### src/design/lhp_pkg.sv
package lhp_pkg;

   localparam int NUM_BUCKETS     = 4096;
   localparam int BUCKET_WIDTH_US = 1;
   localparam int NUM_PERCENTILES = 6;

   localparam int IDX_W      = $clog2(NUM_BUCKETS);
   localparam int CNT_W      = 32;
   localparam int SUM_W      = CNT_W + IDX_W;
   localparam int TOTAL_W    = 44;
   localparam int FRAC_W     = 25;
   localparam int FRAC_BITS  = 24;
   localparam int OFFSET_W   = 16;
   localparam int NS_W       = 32;
   localparam int US_W       = 23;
   localparam int LAT_W      = 24;
   localparam int RANK_W     = 3;
   localparam int CSR_IDX_W  = 3;
   localparam int CSR_DATA_W = 25;
   localparam int NUM_FRAC_REGS = 6;
   localparam int HI_W       = TOTAL_W - FRAC_BITS;
   localparam int GOAL_W     = HI_W + FRAC_W + 1;

   localparam logic [CNT_W-1:0]   CNT_MAX   = '1;
   localparam logic [TOTAL_W-1:0] TOTAL_MAX = '1;

   // ns -> us: floor(ns / 1000) = (ns * ceil(2^38 / 1000)) >> 38, exact for 32-bit ns
   localparam int NS_RECIP_W = 29;
   localparam int NS_SHIFT   = 38;
   localparam logic [NS_RECIP_W-1:0] NS_RECIP = 29'd274877907;

   // us -> bucket: floor(us / BUCKET_WIDTH_US) by reciprocal, exact for 23-bit us
   localparam int BW_SHIFT   = 33;
   localparam int BW_RECIP_W = 34;
   localparam logic [BW_RECIP_W-1:0] BW_RECIP =
      BW_RECIP_W'(((64'd1 << BW_SHIFT) + 64'(BUCKET_WIDTH_US) - 64'd1) / 64'(BUCKET_WIDTH_US));

   typedef logic [FRAC_W-1:0] frac_type;
   typedef logic [GOAL_W-1:0] goal_type;
   typedef logic [IDX_W-1:0]  idx_type;

   localparam frac_type FRAC_RESET [NUM_FRAC_REGS] = '{
      25'd8388608, 25'd15099494, 25'd15938355,
      25'd16609444, 25'd16760438, 25'd16775539
   };

   typedef enum logic {
      OP_RECORD = 1'b0,
      OP_REPORT = 1'b1
   } opcode_type;

   typedef enum logic [CSR_IDX_W-1:0] {
      CSR_START_OFFSET = 3'd0,
      CSR_PCT_FRAC_0   = 3'd1,
      CSR_PCT_FRAC_1   = 3'd2,
      CSR_PCT_FRAC_2   = 3'd3,
      CSR_PCT_FRAC_3   = 3'd4,
      CSR_PCT_FRAC_4   = 3'd5,
      CSR_PCT_FRAC_5   = 3'd6
   } csr_index_type;

   // bucket update request from the binning pipeline
   typedef struct packed {
      logic    vld;
      idx_type idx;
      logic    busy;
   } bin_req_type;

endpackage

### src/design/lhp_goal.sv
module lhp_goal
   import lhp_pkg::*;
(
   input  logic               clock,
   input  logic               reset,
   input  logic               start,
   input  logic [TOTAL_W-1:0] total,
   input  frac_type           frac [NUM_FRAC_REGS],
   output goal_type           goal [NUM_PERCENTILES],
   output logic               done
);

   localparam int PHI_W = HI_W + FRAC_W;
   localparam int PLO_W = FRAC_BITS + FRAC_W;

   logic              act_ff;
   logic [RANK_W-1:0] cnt_ff;
   logic              p_vld_ff;
   logic [RANK_W-1:0] p_j_ff;
   logic [PHI_W-1:0]  p_hi_ff, p_hi_in;
   logic [PLO_W-1:0]  p_lo_ff, p_lo_in;
   logic              done_ff;
   goal_type          goal_ff [NUM_PERCENTILES];
   frac_type          cur_frac;

   // goal = hi * frac + ((lo * frac) >> 24), one fraction per cycle
   assign cur_frac = frac[cnt_ff];
   assign p_hi_in  = PHI_W'(total[TOTAL_W-1:FRAC_BITS]) * PHI_W'(cur_frac);
   assign p_lo_in  = PLO_W'(total[FRAC_BITS-1:0]) * PLO_W'(cur_frac);

   always_ff @(posedge clock) begin
      if (reset) begin
         act_ff   <= 1'b0;
         cnt_ff   <= '0;
         p_vld_ff <= 1'b0;
         done_ff  <= 1'b0;
      end else begin
         p_vld_ff <= act_ff;
         done_ff  <= p_vld_ff && (p_j_ff == RANK_W'(NUM_PERCENTILES - 1));
         if (start) begin
            act_ff <= 1'b1;
            cnt_ff <= '0;
         end else if (act_ff) begin
            if (cnt_ff == RANK_W'(NUM_PERCENTILES - 1)) begin
               act_ff <= 1'b0;
            end else begin
               cnt_ff <= cnt_ff + 1'b1;
            end
         end
      end
      p_j_ff  <= cnt_ff;
      p_hi_ff <= p_hi_in;
      p_lo_ff <= p_lo_in;
      if (p_vld_ff) begin
         goal_ff[p_j_ff] <= GOAL_W'(p_hi_ff) + GOAL_W'(p_lo_ff >> FRAC_BITS);
      end
   end

   assign goal = goal_ff;
   assign done = done_ff;

endmodule
### config.mk
export PLATFORM = sky130hd
export DESIGN_NAME = lhp_goal
export DESIGN_NICKNAME = d
export VERILOG_FILES = /design/src/design/lhp_pkg.sv /design/src/design/lhp_goal.sv
export SDC_FILE = /design/constraint.sdc
export NUM_CORES = 2
export LEC_CHECK = 0
export CORE_MARGIN = 3
export CORE_UTILIZATION = 50
export DETAILED_ROUTE_END_ITERATION = 8
export DONT_BUFFER_PORTS = 1
export PLACE_DENSITY_LB_ADDON = 0.2
export SYNTH_ARGS = -nofsm -noshare
export SYNTH_HDL_FRONTEND = slang
export SYNTH_SLANG_ARGS = --single-unit
### constraint.sdc
create_clock -name clock -period 12.7 [get_ports clock]
set_input_delay 0 -clock clock [delete_from_list [all_inputs] [get_ports clock]]
set_output_delay 0 -clock clock [all_outputs]
set_load 0.02 [all_outputs]
==> summary.txt <==
Timing
  – Slew margin rel.: 0.150
  – Min Tclk post-route: around 9.4 ns
  – Final setup viols: 0
  – TNS Setup: 0 ns
  – Hold Vio Cnt, Final: 0
  – Final period util: 0.740
  – RSZ-0062 raised after global routing: false
  – Worst clock skew: between 0.02 and 0.03 ns
  – Slew @ Worst Pin: about 1.3 ns
  – Max Slew Vio Count: 0
  – Fmax: 0.106 GHz

Logic synthesis
  – Mean Syn Cell Area: 10.1 um^2
  – Mapped Cells: approximately 4.8k
  – Main synth FF type: edfxtp_1
  – Top cells by area, synth: fa_1 (38%), edfxtp_1 (17%), ha_1 (9.2%)
  – Seq cells post-synth: between 300 and 400
  – Share of the synthesized area in the top cell type: 0.381
  – Post-synth EDFFs: around 280
  – Area leader, netlist: fa_1
  – Post-synth top cells: inv_1 (1042), fa_1 (914), nand2_1 (671), and2_1 (517), ha_1 (353)
  – Most frequent cell after synthesis: inv_1
  – Synthesized Nets: 6227
  – Sequential area share after synthesis: 0.205
  – Netlist cell types: around 70
  – Async set-reset flop share out of synthesis: 0
  – Cell area after synthesis: slightly below 50000 um^2
  – Synthesis Warnings: 0

Flow run
  – Max-cap violations: 0

Cells and area
  – P&R area growth vs syn: 4.99%
  – Layout cells sized above 1: 0.0321
  – Layout Nets: 6075
  – Final core occ: 0.530

CTS
  – Inserted Clock Buffers: 30
  – Worst-Skew Late Latency: 0.59 ns
  – Post-CTS Setup Bufs: 0
  – CTS Buffer Depth: 3
  – Post-cts sizing count: 0
  – Clock tree sinks: around 360
  – CTS Root Cell: clkbuf_16
  – Clock transition at the registers of the reported paths: ~0.07 ns
  – # H-tree levels: 1
  – TritonCTS clock tree: yes

GRT
  – Global-route wire length before repair: just over 200000 um
  – Pin count of the biggest net entering global routing: 55
  – Vias in the first global route: around 34k
  – Initial antenna violation count: 12
  – All-Layer GR Usage: 0.267
  – GR Overflow Total: 0

Min path
  – Hold depth: 4
  – Hold wc startpoint: total[43]
  – Worst hold endpoint: p_hi_ff[44]
  – Worst min path class: primary input to flip-flop

Critical path
  – Critical path class: flip-flop to flip-flop
  – CP max-delay cell: dfxtp_1
  – Worst EP required: around 13 ns
  – CP endpoint kind: flip-flop
  – Crit path launch type: flip-flop
  – Flop2flop setup slack: 3.30 ns
  – Critical path fanouts, max: 30
  – Reg2Reg Launch Point: cnt_ff[1]
  – Worst Path Arrival: 9.93 ns
  – Most used cell, CP: fa_1
  – Largest stage delay, worst path: around 1.2 ns
  – Cells on worst reg2reg path: 28
  – FF-to-FF End: p_lo_ff[42]

Drt
  – Pre-Repair DR Iteration Count: 8
  – Routed vias/inst: around 5.4
  – Routed length per instance: between 20 and 25 um
  – DRC: 0
  – DRT antenna net count: 0
  – Total number of vias: 32.2k
  – Total wire length: ~130000 um
  – Drt initial violations: roughly 2.1k

Die
  – Die Y: around 320 um
  – Row count: roughly 110
  – Core Area: ~95000 um^2
  – Initial core utilization: 0.505
  – Die Area: 99800 um^2
  – IO Pins: between 400 and 500
  – Die Wd: around 320 um

Place
  – GPL Wtd Cong: 0.888
  – PortBufs: 0
  – Post-DP HPWL: just under 100000 um

Status
  – Status: finished, final reports clean
==> how the worst max path moves through the flow <==
stage	from	to	slack [ns]	cells past startpoint
finish	cnt_ff[1]	p_lo_ff[42]	3.30	28
global route	cnt_ff[1]	p_lo_ff[42]	2.75	28
CTS	cnt_ff[1]	p_lo_ff[42]	3.35	28
detailed placement	cnt_ff[1]	p_lo_ff[42]	3.35	28
global placement	cnt_ff[1]	p_lo_ff[42]	3.56	28
floorplan	cnt_ff[0]	p_lo_ff[32]	4.80	30
==> through the flow <==
| step | setup slack, ns | hold WS (ns) | instance area, um^2 | instances |
|---|---|---|---|---|
| 6_report | 3.30 | 0.0405 | 50400 | 5906 |
| 5_1_grt | 2.75 | 0.0464 | 50400 | 5904 |
| 4_1_cts | 3.35 | 0.0111 | 50400 | 5900 |
| 3_5_place_dp | 3.35 | 0.0738 | 49300 | 5836 |
| 3_3_place_gp | 3.56 | 0.0711 | 49300 | 5836 |
| 2_1_floorplan | 4.80 | 0.0716 | 48000 | 4763 |
==> layer usage <==
metal | part of all wire | vias up | track usage
li1 | - | 14100 | -
met4 | 0.026 | 10 | 0.0685
met3 | 0.093 | 184 | 0.0618
met1 | 0.42 | 16600 | 0.373
met2 | 0.46 | 1317 | 0.423
met5 | 0.00048 | - | 0
==> state kept, by name, indices dropped and copies added, names as in the netlist <==
name	flops
p_vld_ff	1
p_lo_ff	25
p_hi_ff	45
act_ff	1
done	1
goal	276
p_j_ff	3
cnt_ff	3
==> repair_timing <==
action | in CTS | in global routing
hold buffers | 8 | 0
endpoints found under the setup margin | 0 | 0
endpoints found under the hold margin | 13 | 0
==> placed cells by master, fill, tap and decap left out, types with 6 or more instances in the layout <==
master	n
o21ai_1	11
and2_1	517
o31ai_1	6
nand2b_1	17
nand3_1	20
mux2i_1	26
dlygate4sd3_1	8
nor3_1	21
inv_1	1042
nor2_1	77
clkbuf_16	30
nand4_1	17
and3_1	8
nor2b_1	15
o21ai_4	23
o21a_1	19
a211o_1	7
ha_1	353
buf_4	33
mux4_2	25
clkinv_1	8
fa_1	914
xnor2_1	62
o21ai_0	39
a21o_1	47
o211ai_1	7
a211oi_1	10
xor2_1	43
nand2_1	671
o21bai_1	11
diode_2	6
edfxtp_1	276
dfxtp_1	78
a31oi_1	19
a21oi_1	80
==> cell families (layout without fill, tap and decap cells) <==
logic type,after synthesis,count (layout),synth area share
and+or+nand+nor,1396,1396,0.142
buffers and inverters,1269,1141,0.0995
adders and majority gates,1267,1267,0.473
DFF,355,355,0.205
AOI/OAI and AO/OA,320,320,0.0435
xor gates and xnor gates,105,105,0.0191
muxes,51,51,0.0171
other,0,6,0
==> critical path, delay by kind of cell (launching register included) <==
kind | cells | cell delay [ns]
compound gates | 6 | 1.45
flops | 1 | 1.17
xor+xnor | 1 | 0.14
fa+ha+maj | 8 | 3.79
simple gates | 5 | 1.45
buf+inv | 8 | 1.28
==> cell type report <==
cell class	count	area (um^2)
clock buffers	34	766
clock inverters	22	234
flip-flops and latches	355	9870
repair buffers	41	328
fillers	8411	44700
diodes	6	15.0
inverters	1044	3920
well taps	1265	1580
multi-input cells	3139	33700
Power is left out: the tool's default activity adds up to more than one toggle a clock period on the data nets, which glitch-free logic cannot reach.
