===== src/design/lhp_pkg.sv =====
package lhp_pkg;

   localparam int NUM_BUCKETS     = 4096;
   localparam int BUCKET_WIDTH_US = 1;
   localparam int NUM_PERCENTILES = 6;

   localparam int IDX_W      = $clog2(NUM_BUCKETS);
   localparam int CNT_W      = 32;
   localparam int SUM_W      = CNT_W + IDX_W;
   localparam int TOTAL_W    = 44;
   localparam int FRAC_W     = 25;
   localparam int FRAC_BITS  = 24;
   localparam int OFFSET_W   = 16;
   localparam int NS_W       = 32;
   localparam int US_W       = 23;
   localparam int LAT_W      = 24;
   localparam int RANK_W     = 3;
   localparam int CSR_IDX_W  = 3;
   localparam int CSR_DATA_W = 25;
   localparam int NUM_FRAC_REGS = 6;
   localparam int HI_W       = TOTAL_W - FRAC_BITS;
   localparam int GOAL_W     = HI_W + FRAC_W + 1;

   localparam logic [CNT_W-1:0]   CNT_MAX   = '1;
   localparam logic [TOTAL_W-1:0] TOTAL_MAX = '1;

   // ns -> us: floor(ns / 1000) = (ns * ceil(2^38 / 1000)) >> 38, exact for 32-bit ns
   localparam int NS_RECIP_W = 29;
   localparam int NS_SHIFT   = 38;
   localparam logic [NS_RECIP_W-1:0] NS_RECIP = 29'd274877907;

   // us -> bucket: floor(us / BUCKET_WIDTH_US) by reciprocal, exact for 23-bit us
   localparam int BW_SHIFT   = 33;
   localparam int BW_RECIP_W = 34;
   localparam logic [BW_RECIP_W-1:0] BW_RECIP =
      BW_RECIP_W'(((64'd1 << BW_SHIFT) + 64'(BUCKET_WIDTH_US) - 64'd1) / 64'(BUCKET_WIDTH_US));

   typedef logic [FRAC_W-1:0] frac_type;
   typedef logic [GOAL_W-1:0] goal_type;
   typedef logic [IDX_W-1:0]  idx_type;

   localparam frac_type FRAC_RESET [NUM_FRAC_REGS] = '{
      25'd8388608, 25'd15099494, 25'd15938355,
      25'd16609444, 25'd16760438, 25'd16775539
   };

   typedef enum logic {
      OP_RECORD = 1'b0,
      OP_REPORT = 1'b1
   } opcode_type;

   typedef enum logic [CSR_IDX_W-1:0] {
      CSR_START_OFFSET = 3'd0,
      CSR_PCT_FRAC_0   = 3'd1,
      CSR_PCT_FRAC_1   = 3'd2,
      CSR_PCT_FRAC_2   = 3'd3,
      CSR_PCT_FRAC_3   = 3'd4,
      CSR_PCT_FRAC_4   = 3'd5,
      CSR_PCT_FRAC_5   = 3'd6
   } csr_index_type;

   // bucket update request from the binning pipeline
   typedef struct packed {
      logic    vld;
      idx_type idx;
      logic    busy;
   } bin_req_type;

endpackage


===== src/design/lhp_bin_map.sv =====
module lhp_bin_map
   import lhp_pkg::*;
(
   input  logic                clock,
   input  logic                reset,
   input  logic                in_vld,
   input  logic [NS_W-1:0]     in_ns,
   input  logic [OFFSET_W-1:0] offset,
   output bin_req_type         out
);

   localparam int P1_W = NS_W + NS_RECIP_W;
   localparam int P2_W = US_W + BW_RECIP_W;

   logic              s1_vld_ff, s2_vld_ff, s3_vld_ff, s4_vld_ff;
   logic [NS_W-1:0]   s1_ns_ff;
   logic [US_W-1:0]   s2_us_ff, s2_us_in;
   logic [US_W-1:0]   s3_rel_ff, s3_rel_in;
   logic              s3_under_ff, s3_under_in;
   logic [US_W-1:0]   s4_q_ff, s4_q_in;
   logic              s4_under_ff;
   logic [P1_W-1:0]   prod1;
   logic [P2_W-1:0]   prod2;

   assign prod1       = P1_W'(s1_ns_ff) * P1_W'(NS_RECIP);
   assign s2_us_in    = prod1[NS_SHIFT +: US_W];
   // below start wraps to the overflow bucket
   assign s3_under_in = s2_us_ff < US_W'(offset);
   assign s3_rel_in   = s2_us_ff - US_W'(offset);
   assign prod2       = P2_W'(s3_rel_ff) * P2_W'(BW_RECIP);
   assign s4_q_in     = prod2[BW_SHIFT +: US_W];

   always_ff @(posedge clock) begin
      if (reset) begin
         s1_vld_ff <= 1'b0;
         s2_vld_ff <= 1'b0;
         s3_vld_ff <= 1'b0;
         s4_vld_ff <= 1'b0;
      end else begin
         s1_vld_ff <= in_vld;
         s2_vld_ff <= s1_vld_ff;
         s3_vld_ff <= s2_vld_ff;
         s4_vld_ff <= s3_vld_ff;
      end
      if (in_vld) begin
         s1_ns_ff <= in_ns;
      end
      s2_us_ff    <= s2_us_in;
      s3_rel_ff   <= s3_rel_in;
      s3_under_ff <= s3_under_in;
      s4_q_ff     <= s4_q_in;
      s4_under_ff <= s3_under_ff;
   end

   always_comb begin
      out.vld  = s4_vld_ff;
      out.busy = s1_vld_ff | s2_vld_ff | s3_vld_ff | s4_vld_ff;
      if (s4_under_ff || (s4_q_ff >= US_W'(NUM_BUCKETS))) begin
         out.idx = IDX_W'(NUM_BUCKETS - 1);
      end else begin
         out.idx = s4_q_ff[IDX_W-1:0];
      end
   end

endmodule


===== config.mk =====
export PLATFORM = sky130hd
export DESIGN_NAME = lhp_bin_map
export DESIGN_NICKNAME = d
export VERILOG_FILES = /design/src/design/lhp_pkg.sv /design/src/design/lhp_bin_map.sv
export SDC_FILE = /design/constraint.sdc
export NUM_CORES = 1
export LEC_CHECK = 0
export ABC_AREA = 1
export BUFFER_PORTS_ARGS = -buffer_cell sky130_fd_sc_hd__buf_2
export CAP_MARGIN = 25
export CORE_MARGIN = 3
export CORE_UTILIZATION = 35
export DETAILED_ROUTE_END_ITERATION = 7
export SLEW_MARGIN = 20
export SYNTH_ARGS = -nofsm -noshare
export SYNTH_HDL_FRONTEND = slang
export SYNTH_SLANG_ARGS = --single-unit

===== constraint.sdc =====
create_clock -name clock -period 17 [get_ports clock]
set_clock_uncertainty 0.2 [all_clocks]
set_input_delay 2.55 -clock clock [delete_from_list [all_inputs] [get_ports clock]]
set_output_delay 2.55 -clock clock [all_outputs]
set_load 0.01 [all_outputs]

==> results of run 1 <==
placed cells by master, fill, tap and decap left out, drive strengths merged, types with 2 or more instances in the layout:
cell and n:
or2 2, o21bai 6, and2 6, nor2 126, ha 404, edfxtp 32
nand4 12, xor2 14, nand3 65, nand2 565, nand3b 4, xnor2 4
fa 299, o21ai 9, dfxtp 75, clkinv 3, o21a 3, a21oi 58
nor3 19, inv 824, buf 66, nor4 3, clkbuf 9
cell type report:
class	count	area [um2]	share of cell area (%)
Multi-Input combinational cell	1603	14900	67.6
Inverter	820	3080	14.0
Sequential cell	107	2460	11.2
Tap cell	756	946	4.29
Timing Repair Buffer	66	335	1.52
Clock buffer	9	225	1.02
Clock inverter	7	86.3	0.392
layer usage:
metal	vias up	GRT usage (%)	share of wire, %
li1	7598	-	-
met1	7041	23.1	44
met2	297	31.5	48
met3	92	2.24	4.5
met4	0	6.93	3.9
met5	-	0	0
logic make-up after synthesis:
family,share of synthesized area (%)
DFF,12.0
buffers and inverters,15.1
and+or+nand+nor,16.0
adders and majority gates,54.0
xor gates and xnor gates,0.771
AOI/OAI and AO/OA,2.09
state kept, by name (all words and copies together), names as in the netlist:
| name | cells |
|---|---|
| s4_vld_ff | 1 |
| s3_rel_ff | 23 |
| s1_ns_ff | 32 |
| s4_q_ff | 23 |
| s2_vld_ff | 1 |
| s1_vld_ff | 1 |
| s4_under_ff | 1 |
| s3_vld_ff | 1 |
| s2_us_ff | 23 |
| s3_under_ff | 1 |
worst paths after layout:
check / startpoint / to / slack (ns) / cells past startpoint
max: s1_ns_ff[20]$_DFFE_PP_ / s2_us_ff[14]$_DFF_P_ / 10.31 / 24
min: s3_under_ff$_DFF_P_ / s4_under_ff$_DFF_P_ / 0.12 / 0
max reg2reg: s1_ns_ff[20]$_DFFE_PP_ / s2_us_ff[14]$_DFF_P_ / 10.31 / 24
min reg2reg: s3_under_ff$_DFF_P_ / s4_under_ff$_DFF_P_ / 0.12 / 0
per-stage QoR:
stage               area [um2]  std cells  util [%]
floorplan                20400       2532         -
global placement         21700       3352      38.1
detailed placement       21700       3352      38.1
CTS                      22000       3368      38.6
global route             22000       3368      38.6
finish                   22000       3368      38.6
worst reg2reg max path, delay by kind of cell (launching register included):
family	cells	cell delay, ns
simple gates	9	1.25
buf+inv	6	0.31
fa+ha+maj	9	4.08
flops	1	0.74
==> flow_metrics.env, run 1 <==
export IMPL_outcome="finished clean"
export IMPL_path_clk_slew_ns=0.09
export IMPL_num_io_pins=65
export IMPL_cpMostUsedCell="fa_1"
export IMPL_synth_top_area_share_pct=29.3
export IMPL_cts_sinks=107
export IMPL_die_h_um=248
export IMPL_dr_total_vias=15000
export IMPL_path_class="reg -> reg"
export IMPL_critPathMaxFanout=10
export IMPL_crit_slowest_cell="edfxtp_1"
export IMPL_crit_required_ns=17.07
export IMPL_syn_avg_cell_area_um2=8.08
export IMPL_gr_usage_all_layers_pct=18.2
export IMPL_grt_pass1_wl_mm=84.3
export IMPL_cpPeakStageDelay_ns=0.74
export IMPL_synth_seq_area_share_pct=12.0
export IMPL_ys_flop_type="dfxtp_1"
export IMPL_fin_nets=3361
export IMPL_yosysMostFrequentCell="inv_1"
export IMPL_finalCritPeriodShare_pct=39.3
export IMPL_wirelength_mm=52.8
export IMPL_cts_max_path_buffers=2
export IMPL_synth_top_area_cell="fa_1"
export IMPL_whs_ns=0.119
export IMPL_dieArea_um2=61400
export IMPL_rsz0062_at_grt="false"
export IMPL_cap_violations=0
export IMPL_cts_resized=0
export IMPL_ys_warn_count=0
export IMPL_ant_nets=0
export IMPL_clk_latency_ns=0.39
export IMPL_pre_cts_ws_ns=10.35
export IMPL_antenna_found_initial=0
export IMPL_worstSetupEndpointType="flip-flop"
export IMPL_synth_edf_count=32
export IMPL_synth_commonest_cells="818 x inv_1, 560 x nand2_1, 404 x ha_1, 299 x fa_1, 117 x nor2_1"
export IMPL_hp_class="reg -> reg"
export IMPL_cts_tree="built"
export IMPL_syn_to_final_growth_pct=7.73
export IMPL_fill_cells=5984
export IMPL_grt_overflow=0
export IMPL_cp_buffers_inverters=6
export IMPL_ys_types=33
export IMPL_syn_num_nets=3286
export IMPL_ctsHtreeMaxLevel=3
export IMPL_tns_ns=0
export IMPL_drt_iter0_markers=715
export IMPL_max_slew_margin_pct=49.0
export IMPL_dp_hpwl_mm=47.0
export IMPL_cts_buffers=9
export IMPL_drive_gt1_share_pct=4.17
export IMPL_fin_crit_ns=6.69
export IMPL_max_freq_mhz=150
export IMPL_first_pass_iters=5
export IMPL_grt_pass1_vias=15700
export IMPL_initial_core_util_pct=35.9
export IMPL_cts_hold_buf=0
export IMPL_drv_slew=0
export IMPL_core_rowCount=87
export IMPL_viasPerCell=4.46
export IMPL_yosys_top_cells_area="fa_1 29%, ha_1 25%, inv_1 15%, nand2_1 10%, dfxtp_1 7.3%"
export IMPL_cp_top_family="adder cells"
export IMPL_worstPathArrival_ns=6.76
export IMPL_syn_inst=2532
export IMPL_globalplace_congestion=0.959
export IMPL_worst_pin_slew_ns=0.765
export IMPL_ys_seq_elements=107
export IMPL_post_drt_wl_per_cell_um=15.7
export IMPL_grt_max_degree=34
export IMPL_setup_slack_ns=10.31
export IMPL_hold_viol=0
export IMPL_n_antenna_cell=0
export IMPL_syn_area_um2=20400
export IMPL_post_cts_setup_buffers=0
export IMPL_numPortBuffers=64
export IMPL_setup_viol=0
export IMPL_die_x_um=248
export IMPL_core_um2=57000
export IMPL_cts_root_buffer="clkbuf_16"
export IMPL_cp_start_kind="flip-flop"
export IMPL_drc_errors=0
export IMPL_path_cells="ha_1 -> fa_1 -> fa_1 -> inv_1 -> fa_1 -> inv_1 -> fa_1 -> inv_1 -> fa_1 -> inv_1 -> fa_1 -> inv_1 -> fa_1 -> inv_1 -> ha_1 -> nand2_1 -> nor2_1 -> nand2_1 -> nor2_2 -> nand2_1 -> nor2_1 -> nand2_1 -> nand4_1 -> nand2_1"
export IMPL_async_reset_ff_share_pct=0
Power of run 1 is left out: the tool's default activity adds up to more than one toggle a clock period on the data nets, which glitch-free logic cannot reach.
==> inputs of run 2 (changes only) <==
Settings changed: ABC_AREA 1 to 0.
Clock period 17 ns to 5.8 ns, I/O delays scaled along.
==> flow_metrics.env, run 2 <==
export IMPL_cts_max_path_buffers=2
export IMPL_ant_nets=0
export IMPL_hold_viol=0
export IMPL_ctsHtreeMaxLevel=3
export IMPL_cts_root_buffer="clkbuf_16"
export IMPL_syn_area_um2=18100
export IMPL_dieArea_um2=54600
export IMPL_syn_avg_cell_area_um2=10.2
export IMPL_setup_slack_ns=-0.904
export IMPL_cp_top_family="adder cells"
export IMPL_cp_buffers_inverters=5
export IMPL_n_antenna_cell=0
export IMPL_hp_class="reg -> reg"
export IMPL_viasPerCell=4.61
export IMPL_outcome="finished with violations"
export IMPL_antenna_found_initial=0
export IMPL_final_common_cell="inv_1"
export IMPL_r2r_cells=23
export IMPL_crit_required_ns=5.86
export IMPL_grt_max_degree=34
export IMPL_hold_depth=0
export IMPL_ys_seq_elements=107
export IMPL_cts_buffers=9
export IMPL_synth_top_area_cell="fa_1"
export IMPL_first_pass_iters=4
export IMPL_globalplace_congestion=0.938
export IMPL_cpMostUsedCell="fa_1"
export IMPL_post_drt_wl_per_cell_um=16.6
export IMPL_wirelength_mm=46.9
export IMPL_fin_nets=2907
export IMPL_dpl_cell_count=2757
export IMPL_worst_pin_slew_ns=0.798
export IMPL_setup_viol=23
export IMPL_worstSetupEndpointType="flip-flop"
export IMPL_reg2reg_to="s2_us_ff[20]$_DFF_P_"
export IMPL_crit_slowest_cell="edfxtp_1"
export IMPL_yosysMostFrequentCell="inv_1"
export IMPL_numPortBuffers=64
export IMPL_dp_hpwl_mm=41.1
export IMPL_final_cell_mix="537 x inv_1, 350 x ha_1, 273 x fa_1, 270 x buf_4, 75 x dfxtp_1"
export IMPL_drive_gt1_share_pct=26.5
export IMPL_grt_pass1_wl_mm=74.9
export IMPL_drt_iter0_markers=480
export IMPL_finalCritPeriodShare_pct=116
export IMPL_hold_end="s4_q_ff[6]$_DFF_P_"
export IMPL_startpoint="s1_ns_ff[11]$_DFFE_PP_"
export IMPL_gr_usage_all_layers_pct=17.7
export IMPL_max_slew_margin_pct=46.8
export IMPL_cts_tree="built"
export IMPL_drv_slew=0
export IMPL_critical_path_depth=23
export IMPL_cap_violations=0
export IMPL_die_h_um=234
export IMPL_r2r_start="s1_ns_ff[11]$_DFFE_PP_"
export IMPL_violations="negative setup slack"
export IMPL_pre_cts_ws_ns=-1.21
export IMPL_ys_flop_type="dfxtp_1"
export IMPL_max_freq_mhz=149
export IMPL_cp_start_kind="flip-flop"
export IMPL_synth_edf_count=32
export IMPL_ys_types=58
export IMPL_grt_overflow=0
export IMPL_num_io_pins=65
export IMPL_rsz0062_at_grt="true"
export IMPL_core_rowCount=82
export IMPL_core_um2=50700
export IMPL_async_reset_ff_share_pct=0
export IMPL_drc_errors=0
export IMPL_hold_path_startpoint="s3_rel_ff[6]$_DFF_P_"
export IMPL_fin_crit_ns=6.70
export IMPL_path_class="reg -> reg"
export IMPL_syn_num_nets=2537
export IMPL_cpPeakStageDelay_ns=0.55
export IMPL_grt_pass1_vias=14300
export IMPL_tns_ns=-17.86
export IMPL_syn_inst=1783
export IMPL_clk_latency_ns=0.39
export IMPL_syn_to_final_growth_pct=27.4
export IMPL_synth_top_area_share_pct=33.0
export IMPL_worstPathArrival_ns=6.76
export IMPL_path_clk_slew_ns=0.08
export IMPL_die_x_um=234
export IMPL_finalNonFillerCells=2829
export IMPL_critPathMaxFanout=6
export IMPL_initial_core_util_pct=35.8
export IMPL_ys_warn_count=0
export IMPL_path_cells="buf_6 -> ha_4 -> fa_2 -> fa_1 -> inv_1 -> fa_1 -> inv_1 -> fa_1 -> fa_1 -> fa_1 -> inv_1 -> fa_1 -> inv_2 -> ha_4 -> and3_4 -> and2_4 -> nor2b_2 -> o311a_1 -> a211o_4 -> nand3_4 -> nand2_2 -> a221oi_2 -> xnor2_1"
export IMPL_r2r_setup_slack_ns=-0.90
export IMPL_top_register="s1_ns_ff"
export IMPL_synth_seq_area_share_pct=13.6
export IMPL_cts_sinks=107
export IMPL_synth_commonest_cells="556 x inv_1, 404 x ha_1, 299 x fa_1, 75 x dfxtp_1, 64 x a21oi_1"
export IMPL_yosys_top_cells_area="fa_1 33%, ha_1 28%, inv_1 12%, dfxtp_1 8.3%, edfxtp_1 5.3%"
export IMPL_dr_total_vias=13100
export IMPL_largest_register_ffs=32
==> run 2: worst max path at each step <==
stage	slack [ns]	endpoint
6_report	-0.90	s2_us_ff[20]$_DFF_P_
2_1_floorplan	-0.52	s2_us_ff[20]$_DFF_P_
3_3_place_gp	-1.15	s2_us_ff[7]$_DFF_P_
5_1_grt	-1.13	s2_us_ff[10]$_DFF_P_
4_1_cts	-0.95	s2_us_ff[20]$_DFF_P_
3_5_place_dp	-1.21	s2_us_ff[7]$_DFF_P_
==> run 2: cell type report <==
type	count	area (um2)
multi-input cells	1112	14700
flip-flops and latches	107	2460
well taps	672	841
fillers	4822	27600
clock inverters	6	61.3
clock buffers	9	225
inverters	556	2090
repair buffers	367	2720
==> run 2: cell families after synthesis <==
group / after synthesis / synth area share (%)
compound gates: 196 / 7.30
flops: 107 / 13.6
xor+xnor: 40 / 1.93
fa+ha+maj: 703 / 60.9
simple gates: 173 / 4.59
buf+inv: 564 / 11.7
==> run 2: repair_timing <==
item	CTS	global route
cloned	0	0
pin swaps	54	54
buffers inserted	33	30
setup endpoints to repair	23	23
resized for setup	77	92
hold buffers	0	0
==> run 2: per-stage QoR <==
stage	instance area (um2)	utilization [%]	hold slack [ns]
after floorplan	18500	-	0.110
after global placement	21500	42.4	0.110
after detailed placement	21500	42.4	0.112
after CTS	22500	44.3	0.127
after global routing	23100	45.6	0.136
final	23100	45.6	0.129
==> run 2: metal layers <==
metal  wire [um]  track usage [%]  share of wire, %  up-vias
met3        1120             1.78               2.4       48
li1            -                -                 -     6330
met4        1180             5.24               2.5        0
met2       23700             30.8                50      165
met1       20900             23.2                45     6509
met5           0                0                 0        -
Power of run 2 is left out for the same reason.
==> inputs of run 3 (changes only) <==
Settings changed: CAP_MARGIN 25 to 30, CORE_UTILIZATION 35 to 59, PLACE_DENSITY from default to 0.79.
==> flow_metrics.env, run 3 (synthesis results as in run 2) <==
export IMPL_max_slew_margin_pct=45.6
export IMPL_grt_use_met1_pct=34.9
export IMPL_crit_required_ns=5.90
export IMPL_path_class="reg -> reg"
export IMPL_final_cell_mix="543 x inv_1, 351 x ha_1, 275 x fa_1, 237 x buf_4, 75 x dfxtp_1"
export IMPL_ctsHtreeMaxLevel=3
export IMPL_crit_slowest_cell="fa_2"
export IMPL_cts_max_path_buffers=2
export IMPL_path_clk_slew_ns=0.09
export IMPL_max_freq_mhz=146
export IMPL_pre_cts_ws_ns=-1.08
export IMPL_top_register="s1_ns_ff"
export IMPL_setup_slack_ns=-1.04
export IMPL_post_drt_wl_per_cell_um=19.9
export IMPL_grt_use_met2_pct=54.4
export IMPL_cts_root_buffer="clkbuf_16"
export IMPL_final_common_cell="inv_1"
export IMPL_antenna_found_initial=0
export IMPL_violations="negative setup slack"
export IMPL_grt_pass1_wl_mm=77.5
export IMPL_drive_gt1_share_pct=24.7
export IMPL_fin_nets=2871
export IMPL_place_area_um2=21000
export IMPL_dp_hpwl_mm=40.2
export IMPL_cap_violations=0
export IMPL_die_x_um=181
export IMPL_dr_total_vias=13900
export IMPL_worstSetupEndpointType="flip-flop"
export IMPL_die_h_um=181
export IMPL_viasPerCell=5.54
export IMPL_syn_to_final_growth_pct=23.9
export IMPL_ant_nets=0
export IMPL_hp_class="reg -> reg"
export IMPL_first_pass_iters=5
export IMPL_grt_max_degree=34
export IMPL_worstPathArrival_ns=6.94
export IMPL_hold_depth=0
export IMPL_num_io_pins=65
export IMPL_critPathMaxFanout=4
export IMPL_dieArea_um2=32900
export IMPL_cpPeakStageDelay_ns=0.58
export IMPL_cts_sinks=107
export IMPL_cts_buffers=9
export IMPL_initial_core_util_pct=60.5
export IMPL_finalNonFillerCells=2512
export IMPL_numPortBuffers=64
export IMPL_tns_ns=-20.26
export IMPL_fin_area_um2=22500
export IMPL_clk_latency_ns=0.38
export IMPL_core_um2=30000
export IMPL_grt_overflow=0
export IMPL_drv_slew=0
export IMPL_cts_hold_buf=0
export IMPL_globalplace_congestion=0.928
export IMPL_largest_register_ffs=32
export IMPL_drc_errors=0
export IMPL_wirelength_mm=49.9
export IMPL_setup_viol=23
export IMPL_n_antenna_cell=0
export IMPL_dpl_cell_count=2457
export IMPL_finalCritPeriodShare_pct=118
export IMPL_worst_pin_slew_ns=0.816
export IMPL_core_rowCount=63
export IMPL_grt_pass1_vias=15700
export IMPL_met3_usage_pct=3.64
export IMPL_r2r_cells=27
export IMPL_cpMostUsedCell="inv_2"
export IMPL_fin_crit_ns=6.84
export IMPL_cts_tree="built"
export IMPL_rsz0062_at_grt="true"
export IMPL_drt_iter0_markers=896
export IMPL_busiest_layer="met2"
export IMPL_hold_viol=0
export IMPL_cp_start_kind="flip-flop"
export IMPL_gr_usage_all_layers_pct=30.0
export IMPL_outcome="finished with violations"
run 3: cell types whose count changed in the layout (fill, tap and decap cells not counted), moves of 2 or more:
cell     previous run  this run
inv_1             537       543
fa_2               26        24
buf_4             270       237
nand2_4             5         2
buf_6              33        29
nand2_2             3         8
ha_2                6         4
nand2_1            48        46
inv_2              19        13
fa_1              273       275
run 3: repair_timing:
item,4_1_cts,5_1_grt
pin swaps,59,32
endpoints found under the setup margin,23,23
gates resized for setup,96,49
buffers inserted,28,12
run 3: stage by stage:
stage	util, %	hold WS (ns)
2_1_floorplan	-	0.110
3_3_place_gp	70.2	0.110
3_5_place_dp	70.2	0.112
4_1_cts	73.9	0.121
5_1_grt	75.0	0.128
6_report	75.0	0.120
run 3: cell type report:
type	instances	area (um2)
Sequential cell	107	2460
Tap cell	390	488
Fill cell	1869	7500
Clock buffer	9	225
Clock inverter	7	96.3
Inverter	556	2090
Multi-Input combinational cell	1112	14700
Timing Repair Buffer	331	2450
run 3: worst paths after layout:
check                                       startpoint              endpoint  slack (ns)
worst min register to register   s3_rel_ff[13]$_DFF_P_   s4_q_ff[13]$_DFF_P_        0.12
worst min-delay path             s3_rel_ff[13]$_DFF_P_   s4_q_ff[13]$_DFF_P_        0.12
worst max register to register  s1_ns_ff[23]$_DFFE_PP_  s2_us_ff[18]$_DFF_P_       -1.04
worst max-delay path            s1_ns_ff[23]$_DFFE_PP_  s2_us_ff[18]$_DFF_P_       -1.04
run 3: critical path, delay by kind of cell (launching register included):
family          cells  cell delay [ns]
fa+ha+maj           9             4.03
buf+inv            10             0.98
flops               1             0.44
compound gates      2             0.31
simple gates        5             0.67
xor+xnor            1             0.14
run 3: routing by layer:
layer  vias to the layer above  routed length (um)
li1                       6274                   -
met1                      6921               18700
met2                       512               25700
met3                       211                2400
met4                         0                3050
met5                         -                   0
Power of run 3 is left out for the same reason.
